`config.mk`:
```
export PLATFORM = sky130hd
export DESIGN_NAME = cpd_ram
export DESIGN_NICKNAME = d
export VERILOG_FILES = /design/src/sv/cpd_ram.sv
export SDC_FILE = /design/constraint.sdc
export NUM_CORES = 2
export LEC_CHECK = 0
export BUFFER_PORTS_ARGS = -buffer_cell sky130_fd_sc_hd__buf_4
export CORE_UTILIZATION = 57
export DETAILED_ROUTE_END_ITERATION = 10
export PLACE_DENSITY = 0.78
export SYNTH_ARGS = -nofsm -noshare
export SYNTH_HDL_FRONTEND = slang
export SYNTH_SLANG_ARGS = --single-unit
```
`constraint.sdc`:
```
create_clock -name clk -period 2.6 [get_ports clk]
set_input_delay 0.39 -clock clk [delete_from_list [all_inputs] [get_ports clk]]
set_output_delay 0.39 -clock clk [all_outputs]
set_load 0.01 [all_outputs]
```
`src/sv/cpd_ram.sv`:
```
// Generic single-port-write, single-port-read RAM with registered read data.
`timescale 1ns / 1ps
module cpd_ram #(
  parameter int unsigned WIDTH = 16,
  parameter int unsigned DEPTH = 128
) (
  input  logic                     clk,
  input  logic                     we,
  input  logic [$clog2(DEPTH)-1:0] waddr,
  input  logic [WIDTH-1:0]         wdata,
  input  logic [$clog2(DEPTH)-1:0] raddr,
  output logic [WIDTH-1:0]         rdata
);

  logic [WIDTH-1:0] mem [DEPTH];

  // Read data is registered; a read of the entry being written returns its old contents.
  always_ff @(posedge clk) begin
    if (we) begin
      mem[waddr] <= wdata;
    end
    rdata <= mem[raddr];
  end

endmodule

```
== Yosys cells after proc, flatten, opt, wreduce, memory -nomap -nowiden ==
Memory sizes are Yosys's and may differ from the RTL's. A register that Yosys moved wholly into a read port is not among the register bits.
Index checks and enable logic that the tools add are counted.

* Flip-flop bits (word level): 0
* RAM bits: 2048
* Logic and storage cells: 3
* Memories kept: 1

* Muxes and demuxes: 2

{| class="wikitable"
|+ Memories
! name !! depth !! bits a word !! rd ports !! clocked after memory_dff !! wr ports !! line !! source
|-
| mem || 128 || 16 || 1 || 1 || 1 || 15 || <nowiki>logic [WIDTH-1:0] mem [DEPTH];</nowiki>
|}

{| class="wikitable"
|+ Operators by type and width
! kind !! count
|-
| 2-to-1 mux 1 bit || 2
|}

== Logic depth before layout (Yosys ltp) ==
* Depth in word-level cells: 2
* Depth in mapped cells: 7
* Mapped depth without buffers: 4

== Least setup slack after synthesis ==
No wires, ideal clock.

* Path type: input-to-reg
* From: input port raddr[0]
* To: register rdata[0], read port of mem
* Library setup time: 0.121 ns
* Data arrival time: 2.764 ns
* Data required time: 2.479 ns
* Slack: -0.285 ns
* Stages on the path: 6
* Path buffers: 2
* Cells stage by stage: buf_2 buf_1 mux4_2 mux4_2 mux4_2 mux2_2

{| class="wikitable"
|+ RTL lines
! what !! line !! source
|-
| start: declaration || 11 || <nowiki>input logic [$clog2(DEPTH)-1:0] raddr,</nowiki>
|-
| end: declaration || 12 || <nowiki>output logic [WIDTH-1:0] rdata</nowiki>
|}

==> reports/metrics.csv <==
metric,value,unit
drt pass-1 iters,5,
initial antenna violation count,19,
Design Power,68.9,mW
r2r setup slk,70,ps
endpoints failing setup,0,
TritonCTS buffer count,195,
CTS tree,yes,
GP Congestion,0.858,
H-tree Lvls,4,
crit path capture,rdata[8]$_DFF_P_,
R2R cell count,4,
largest net degree at the start of global routing,129,
total routed wirelength,212000,um
grt peak-use layer,met2,
min-delay worst type,input pin to flop,
Seq pwr share,0.535,
Gate Count Post-Synth,3086,
HP Start,wdata[11],
Cell Pwr Density,755,nW/um^2
Clock transition at path regs,70,ps
RSZ-0062 raised after global routing,no,
dpl cells,5106,
#FFs+latches synth,2064,
Ys Warns,0,
Internal,54.0,mW
setup bufs post-CTS,0,
Global Route met2 Usage,0.487,
DIE AREA,139000,sq um
Synth Cell Area,78500,sq um
Max-Cap Viols,0,
outcome,"finished, final reports clean",
post_cts resized,0,
initial core utilization,0.577,
Sw Ratio,0.216,
Rel. slew slack,0.301,
fin util,0.670,
Clock Root Buffer,clkbuf_16,
Combinational Power Share,0.056,
Slew @ Worst Pin,1050,ps
Non-Filler Instances,5470,
GR Overflow Total,0,
pre-CTS setup slack,-695,ps
Worst Path Arrival,3260,ps
"Hold Violations, Final",0,
Setup Crit Path Kind,flop to flop,
vias per cell,7.07,
worst reg2reg path startpoint,mem[87][8]$_DFFE_PP_,
final worst slack,65.5,ps
via count,38659,
Final #Nets,3557,
Final Cycle Share,0.975,
LEAKAGE,28.7,nW
IO Count,48,
Sink Count,2064,
capturing point of the worst reg2reg path,rdata[8]$_DFF_P_,
initial DRC count,6403,
Mapped Nets,3118,
Critical Path Fanout Max,1,
post-detail-place hpwl,117000,um
Worst setup SP type,flop,
Fmax,395,MHz
Max Root-Sink Buffers,3,
Row Count,135,
Die Span X,373,um
distinct cell type count after synthesis,17,
peak supply drop,0.586,mV
M1 GR Usage,0.413,
Max Slew Vio Count,0,
M3 GR Usage,0.0883,
Synth Area per Inst,25.4,sq um
Clock power frac,0.409,
port bufs,47,
Setup crit end kind,flop,
final setup skew,48.8,ps
Total Routing Usage GR,0.311,
Syn-to-layout area delta,16.2,%
register area share after synthesis,0.787,
routed length per placed instance,38.8,um
CP Data Required Time,3330,ps
launch point of the worst path,mem[87][8]$_DFFE_PP_,
core area,136000,sq um
Psw,14.9,mW
Worst-Skew Late Latency,840,ps
hold slack,65.9,ps
first-pass GRT wire length,300000,um
vias in the first global route,39591,
share of layout cells above drive strength 1,0.374,
Final Critical Period,2530,ps
DRC,0,
remaining antenna violation count after routing,0,
die height,373,um
-- synth_stat cells --
cell      number  area (sq um)
buf_1         28           105
buf_2         52           260
buf_4          1          7.51
buf_6          1          11.3
clkbuf_1      82           308
dfxtp_1       16           320
edfxtp_1    2048         61500
mux2_2        16           180
mux4_2       672         15100
nand2_1       14          52.6
nand2b_1       2          12.5
nand3_1       12          60.1
nand4_1        3          18.8
nor2_1       122           458
nor2b_1        7          43.8
nor3_1         9          45.0
or3_1          1          6.26
-- placed cells by master, fill, tap and decap left out, drive strengths merged, types with 12 or more instances in the layout --
master	n
clkbuf	234
clkinv	92
mux2	16
buf	403
dfxtp	16
bufinv	16
nand3	12
nand2	14
mux4	672
edfxtp	2048
nor2	122
-- stage by stage --
step	TNS [ps]	area (sq um)
5_1_grt	0	91200
2_1_floorplan	0	79300
4_1_cts	0	91200
6_report	0	91200
3_3_place_gp	-8860	84900
3_5_place_dp	-9190	84900
-- worst min-delay path by stage --
stage / depth (start not counted) / slack, ps / endpoint
after floorplan: 0 / 490 / mem[0][0]$_DFFE_PP_
after global placement: 1 / 700 / mem[64][14]$_DFFE_PP_
after detailed placement: 1 / 690 / mem[64][14]$_DFFE_PP_
after CTS: 1 / 40 / mem[37][11]$_DFFE_PP_
after global routing: 1 / 60 / mem[38][13]$_DFFE_PP_
final: 1 / 70 / mem[48][11]$_DFFE_PP_
-- final cells by class --
| class | instances | area [sq um] |
|---|---|---|
| diodes | 2 | 5.00 |
| fillers | 7598 | 44900 |
| clock buffers | 234 | 5090 |
| well taps | 1781 | 2230 |
| clock inverters | 125 | 1170 |
| multi-input cells | 858 | 16100 |
| repair buffers | 406 | 4860 |
| flip-flops and latches | 2064 | 61800 |
-- layer usage --
| layer | share of wire | wire [um] |
|---|---|---|
| met3 | 0.14 | 29200 |
| met1 | 0.33 | 70300 |
| met2 | 0.48 | 102000 |
| met5 | 0.00068 | 144 |
| met4 | 0.049 | 10500 |
-- state kept, by name, indices dropped and copies added (netlist names) --
register,flops
rdata,16
mem,2048
-- cells by family (layout without fill, tap and decap cells) --
kind of cell,after synthesis,after routing,synth area share
other cells,0,2,0
flops,2064,2064,0.787
simple gates,170,170,0.00888
buf+inv,164,765,0.00881
mux,688,688,0.195
-- critical path, stage by stage, from the launching register on --
cell,delay [ps]
edfxtp_1,380
mux4_2,490
mux4_2,630
mux4_2,610
mux2_2,310
-- what timing repair did --
action                                  CTS  global route
endpoints found under the hold margin    58             0
endpoints found under the setup margin    0             0
hold buffers                              3             0
-- power by group through the flow --
stage | combinational [mW] | sequential (mW) | clock [mW]
after floorplan | 1.94 | 37.5 | 0
after global placement | 3.57 | 37.6 | 0
after detailed placement | 3.70 | 37.6 | 0
after CTS | 3.79 | 36.9 | 28.4
after global routing | 3.92 | 36.9 | 29.5
final | 3.84 | 36.9 | 28.2
Note: power is estimated with default switching activity, not from simulation.
