<file path="config.mk">
export PLATFORM = sky130hd
export DESIGN_NAME = cpd_div
export DESIGN_NICKNAME = d
export VERILOG_FILES = /design/src/sv/cpd_pkg.sv /design/src/sv/cpd_div.sv
export SDC_FILE = /design/constraint.sdc
export NUM_CORES = 1
export LEC_CHECK = 0
export ABC_AREA = 1
export ABC_CLOCK_PERIOD_IN_PS = 2110
export BUFFER_PORTS_ARGS = -buffer_cell sky130_fd_sc_hd__buf_4
export CORE_MARGIN = 3
export CORE_UTILIZATION = 57
export CTS_CLUSTER_SIZE = 40
export DETAILED_ROUTE_END_ITERATION = 16
export GPL_TIMING_DRIVEN = 0
export PLACE_DENSITY = 0.8
export SLEW_MARGIN = 20
export SYNTH_ARGS = -nofsm -noshare
export SYNTH_HDL_FRONTEND = slang
export SYNTH_SLANG_ARGS = --single-unit
</file>
<file path="constraint.sdc">
create_clock -name clk -period 2.11 [get_ports clk]
set_input_delay 0.211 -clock clk [delete_from_list [all_inputs] [get_ports clk]]
set_output_delay 0.211 -clock clk [all_outputs]
set_load 0.01 [all_outputs]
</file>
<file path="src/sv/cpd_pkg.sv">
// Shared constants, codes and types for the Canberra pairwise distance core.
`timescale 1ns / 1ps
package cpd_pkg;

  localparam int unsigned CPD_MAX_ROWS    = 8;
  localparam int unsigned CPD_MAX_COLUMNS = 16;

  // Fixed field widths
  localparam int unsigned VALUE_W = 16;
  localparam int unsigned TERM_W  = 17;
  localparam int unsigned DIST_W  = 21;
  localparam int unsigned ROW_W   = 3;
  localparam int unsigned CFG_IDX_W  = 3;
  localparam int unsigned CFG_DATA_W = 5;

  // Request commands
  typedef enum logic [1:0] {
    CMD_LOAD_A = 2'd0,
    CMD_LOAD_B = 2'd1,
    CMD_RUN    = 2'd2,
    CMD_NONE   = 2'd3
  } cmd_t;

  // Pairing modes
  typedef enum logic [1:0] {
    MODE_CONDENSED = 2'd0,
    MODE_FULL      = 2'd1,
    MODE_CROSS     = 2'd2,
    MODE_INVALID   = 2'd3
  } mode_t;

  // Register indexes
  localparam logic [CFG_IDX_W-1:0] REG_MODE    = 3'd0;
  localparam logic [CFG_IDX_W-1:0] REG_ROWS_A  = 3'd1;
  localparam logic [CFG_IDX_W-1:0] REG_ROWS_B  = 3'd2;
  localparam logic [CFG_IDX_W-1:0] REG_COLUMNS = 3'd3;

endpackage

</file>
<file path="src/sv/cpd_div.sv">
// Restoring divider giving floor(num * 2^16 / den), one quotient bit per cycle.
`timescale 1ns / 1ps
module cpd_div
  import cpd_pkg::*;
(
  input  logic              clk,
  input  logic              rst_n,
  input  logic              start,
  input  logic [VALUE_W-1:0] num,
  input  logic [TERM_W-1:0] den,
  output logic              done,
  output logic [TERM_W-1:0] quo
);

  localparam int unsigned REM_W = TERM_W + 1;
  localparam int unsigned CNT_W = $clog2(TERM_W + 1);

  logic [REM_W-1:0]  rem_r, rem_nxt;
  logic [TERM_W-1:0] den_r, den_nxt;
  logic [TERM_W-1:0] quo_r, quo_nxt;
  logic [CNT_W-1:0]  cnt_r, cnt_nxt;
  logic              run_r, run_nxt;
  logic              done_r, done_nxt;
  logic [REM_W:0]    diff;
  logic [REM_W-1:0]  rem_keep;

  // One trial subtraction per cycle; the numerator never exceeds the divisor.
  always_comb begin
    rem_nxt  = rem_r;
    den_nxt  = den_r;
    quo_nxt  = quo_r;
    cnt_nxt  = cnt_r;
    run_nxt  = run_r;
    done_nxt = 1'b0;
    diff     = {1'b0, rem_r} - {2'b00, den_r};
    rem_keep = rem_r;
    if (start) begin
      rem_nxt = REM_W'(num);
      den_nxt = den;
      quo_nxt = '0;
      cnt_nxt = CNT_W'(TERM_W);
      run_nxt = 1'b1;
    end else if (run_r) begin
      if (!diff[REM_W]) begin
        quo_nxt  = {quo_r[TERM_W-2:0], 1'b1};
        rem_keep = diff[REM_W-1:0];
      end else begin
        quo_nxt  = {quo_r[TERM_W-2:0], 1'b0};
      end
      rem_nxt = {rem_keep[REM_W-2:0], 1'b0};
      cnt_nxt = cnt_r - CNT_W'(1);
      if (cnt_r == CNT_W'(1)) begin
        run_nxt  = 1'b0;
        done_nxt = 1'b1;
      end
    end
  end

  always_ff @(posedge clk) begin
    if (!rst_n) begin
      run_r  <= 1'b0;
      done_r <= 1'b0;
      cnt_r  <= '0;
      rem_r  <= '0;
      den_r  <= '0;
      quo_r  <= '0;
    end else begin
      run_r  <= run_nxt;
      done_r <= done_nxt;
      cnt_r  <= cnt_nxt;
      rem_r  <= rem_nxt;
      den_r  <= den_nxt;
      quo_r  <= quo_nxt;
    end
  end

  assign done = done_r;
  assign quo  = quo_r;

endmodule

</file>
### Yosys cells after proc, flatten, opt, wreduce, memory -nomap -nowiden

Index checks and enable logic that the tools add are counted.
Widths: inputs -> output; s select.

* add/subtract/negate cells: 2
* $mul: 0
* divide/modulo/power cells: 0
* $lt $le $gt $ge: 0
* equality and inequality tests: 1
* shift operators: 0
* multiplexer cells: 10
* bitwise operators: 2
* reduce and logical (&&, ||, !) cells: 3

Operators with widths (count)
* $mux 16: 2
* $sub 18x17->19: 1
* $mux 17: 1
* $mux 5: 2
* $eq 5x1->1 const B: 1
* $mux 1: 5
* $sub 5x1->5 const B: 1
* $reduce_or 3->1: 1
* $not 1->1: 2
* $reduce_bool 2->1: 1
* $reduce_or 2->1: 1

* flip-flop bits (word level): 59
* bits in latches: 0
* memory bits (writable): 0
* ROM bits: 0
* input port bits: 36
* output and inout bits: 18
* logic and storage cells: 26
* memories kept: 0

### Longest topological paths before layout

* depth after elaboration: 4
* depth in mapped cells: 14
* mapped depth without buffers: 14

### Worst setup path after synthesis

Ideal clock, no wire load.

* path type: flip-flop to flip-flop
* from: reg rem_r[0]
* to: reg quo_r[0] (netlist: quo[0])
* setup time: 116 ps
* arrival time: 1701 ps
* path slack: 293 ps
* stages on the path, launching flop included: 12
* buffers on the path: 1
* period minus slack after synthesis: 1817 ps
* cells stage by stage: dfxtp_1 inv_1 ha_1 inv_1 fa_1 nand3_1 nand3_2 nand2_4 nand2_4 buf_6 o21ai_0 inv_1

* cells in the longest elaborated chain, start to end: 2

Ends and longest elaborated chain
* start, declared: line cpd_div.sv:18 `logic [REM_W-1:0] rem_r, rem_nxt;`
* start signal, assigned: line cpd_div.sv:71 `rem_r <= rem_nxt;`
* $sub 18x17->19: line cpd_div.sv:35 `diff = {1'b0, rem_r} - {2'b00, den_r};`
* $mux 1: line cpd_div.sv:44 `if (!diff[REM_W]) begin`
* end signal, assigned: line cpd_div.sv:73 `quo_r <= quo_nxt;`
* end, declared: line cpd_div.sv:20 `logic [TERM_W-1:0] quo_r, quo_nxt;`

Every way passes these cells.
A chain may end at the register's enable or synchronous reset.

### Worst setup path after layout

* from: reg den_r[12]
* to: reg rem_r[5]

* cells in the longest elaborated chain, start to end: 4

Ends and longest elaborated chain
* start, declared: line cpd_div.sv:19 `logic [TERM_W-1:0] den_r, den_nxt;`
* start signal, assigned: line cpd_div.sv:72 `den_r <= den_nxt;`
* $sub 18x17->19: line cpd_div.sv:35
* $mux 17: line cpd_div.sv:44
* $mux 16: line cpd_div.sv:43 `end else if (run_r) begin`
* $mux 16: line cpd_div.sv:37 `if (start) begin`

Every way passes these cells. The select of a mux whose other input is x is not followed.

==> run metrics <==
status complete, no violations; family with the most delay on the worst path simple AND/OR/NAND/NOR gates; most used cell, CP nand2_1; vias per inst 5.45; synthesized area per cell 6.74 µm²; Ys Warns 0; remaining antenna violation count 0; Die Area 7190 µm²; Top FF cell, synth dfxtp_1; clock latency on the worst-skew pair 0.33 ns; Worst Max-Slew Pin Slew 0.713 ns; Hold EP den_r[0]; Pleak 2.08 nW; Slew HR 52.3%; total gr overflow 0; sequential power share 37.1%; H-tree lvl count 3; Nets 654; area of the multi-input gates 2170 µm²; HP Class primary input to flip-flop; antenna violations before repair 0; Max Clk Rate 497 MHz; CTS buffer count 9; largest family of logic cells by synthesized area simple AND/OR/NAND/NOR gates; area of the mapped netlist 3540 µm²; crit path DAT 2.27 ns; core area 5960 µm²; I/O Pins 54; Synth area leader dfxtp_1; Sw Ratio 35.6%; max_cap viols 0; register area 1180 µm²; count of final setup violators 0; sequential share of the synthesized area 33.4%; CP Max Fanout 10; syn nets 581; Synth Register Bits 59; simple-gate area share of the yosys netlist 30.8%; Post-Syn Instances 525; combinational share of power 35.9%; Clock Root Buffer clkbuf_8; required time worst endpoint 2.37 ns; WL/cell 14.8 µm; row count 28; PD cells 733 nW/µm²; start of the worst register-to-register path den_r[12]; Die Span Y 84.8 µm; hold path start den[0]; worst r2r path cells 12; Clk pwr share 27.0%; CTS Hold Bufs 0; Crit Path Class flip-flop to flip-flop; HPWL Detailed 7590 µm; Synth Area in XOR/XNOR 1.73%; Post-synth EDFFs 0; R2R setup slack 0.1 ns; Fill cells 468; clk_skew 0.00999 ns; top cell type's share of synthesized area 33.4%; final worst setup slack 0.0997 ns; Placer Congestion 0.954; Critical-path top delay cell ha_2; synth unique cells 36; Setup crit start kind flip-flop; Crit. End Element flip-flop; asr flop ratio synth 0%; TritonCTS clock tree built; first-pass GRT wire length 16500 µm; Psw 1.17 mW; mux cell area share after synthesis 0%; compound-cell area share of the yosys netlist 15.9%; vias post-DR 3696; Hold Vio Cnt, Final 0; Iter 0 DRT Violations 213; via count of the first global-routing pass 3553; n_diodes 0; Critical R2R Capture rem_r[5]; Final Cycle Share 95.3%; Residual DRC 0; drt pass-1 iters 5; Initial Util 59.4%; Int Power 2.12 mW; Hold Crit Depth 3; Tot GR Track Use 28.7%; # port buffers 53; Area contributors post-synth dfxtp_1 (33%), nand2_1 (14%), a21oi_1 (8.2%); CP cell instances inv_1, ha_2, nand2_2, inv_2, nand2_1, nand3_2, a21oi_4, nand2_4, buf_6, nand2_1, nand3_1, a21oi_1; CTS max path bufs 2; Power, Total 3.28 mW; slowest stage delay, CP 0.32 ns; minimum clock period 2.01 ns; Worst Path Buf+Inv 3; worst slack at placement -0.0852 ns; fraction of the mapped netlist area in adder cells 7.28%; CTS Sinks 59; layout cell share with drive strength beyond 1 20.4%; Max Slew Vio Count 0; Reg clk slew, reported paths 0.06 ns; maximum vdd drop 564 µV; Final Routed Wirelength 10000 µm; Synth-to-Final Area Change 26.7%; Die Wd 84.8 µm; largest net degree at the start of global routing 11
==> cell usage after synthesis (12+ instances only) <==
cell      count
inv_1        75
nor2_1       25
nand3_1      46
o21ai_0      22
a21oi_1      58
ha_1         19
a22oi_1      15
nand3b_1     12
nand2_1     134
dfxtp_1      59
clkbuf_1     14
==> worst max path at each step <==
stage	from	slack, ns	depth (start not counted)	to
2_1_floorplan	rem_r[0]	0.29	11	quo[0]
3_3_place_gp	rem_r[0]	-0.04	12	rem_r[2]
3_5_place_dp	rem_r[0]	-0.09	12	rem_r[2]
4_1_cts	den_r[15]	0.006	10	rem_r[5]
5_1_grt	den_r[12]	-0.06	12	rem_r[7]
6_report	den_r[12]	0.1	12	rem_r[5]
==> state kept, by name (all words and copies together) (netlist names) <==
register  count
cnt_r         5
den_r        17
done          1
quo          17
rem_r        18
run_r         1
==> routing by layer <==
metal | global-route usage, % | vias to the layer above | part of all wire [%]
met2 | 44.9 | 139 | 46
met5 | 0 | - | 0
met3 | 7.26 | 22 | 6.5
met4 | 9.21 | 0 | 2.0
met1 | 38.8 | 1681 | 46
li1 | - | 1854 | -
==> metrics by stage <==
step,cells,TNS (ns),hold WS (ns),cell area [µm²],utilization (%)
2_1_floorplan,525,0,0.346,3540,-
3_3_place_gp,653,-0.223,0.437,4030,67.7
3_5_place_dp,653,-0.686,0.462,4030,67.7
4_1_cts,672,0,0.121,4240,71.2
5_1_grt,678,-0.113,0.120,4480,75.3
6_report,678,0,0.125,4480,75.3
==> worst min-delay path: stages <==
cell and delay (ns):
buf_4 0.08, nor2_1 0.04, nor2_1 0.09
==> area by class of cell <==
type / count / share of cell area (%)
timing repair buffer: 62 / 10.7
sequential: 59 / 26.3
tap: 75 / 2.09
multi-input combinational: 368 / 48.4
inverter: 78 / 6.53
clock inverter: 4 / 0.586
clock buffer: 12 / 3.24
buffer: 20 / 2.12
==> cells in the final DEF (no fill, tap or decap), types with 15 or more instances in the layout <==
master / synthesis / final
nand2_1: 134 / 129
inv_1: 75 / 71
buf_4: 0 / 62
dfxtp_1: 59 / 59
a21oi_1: 58 / 57
nand3_1: 46 / 44
nor2_1: 25 / 24
o21ai_0: 22 / 22
clkbuf_1: 14 / 16
a22oi_1: 15 / 15
==> kinds of logic after synthesis <==
| group | after synthesis |
|---|---|
| compound gates | 101 |
| xor+xnor | 7 |
| buf+inv | 98 |
| simple gates | 240 |
| fa+ha+maj | 20 |
| flops | 59 |
==> power groups by stage <==
stage                     combinational, mW  clock [mW]  sequential [mW]
final                                  1.18       0.888             1.22
after global routing                   1.32       0.947             1.22
after CTS                              1.03       0.891             1.21
after detailed placement               1.01           0             1.23
after global placement                0.988           0             1.23
after floorplan                       0.749           0             1.22
==> what timing repair did <==
action,4_1_cts,5_1_grt
gates resized for setup,2,35
setup endpoints to repair,12,18
gates cloned,0,0
buffers inserted,3,6
pin swaps,1,7
(Power assumes the default switching activity.)
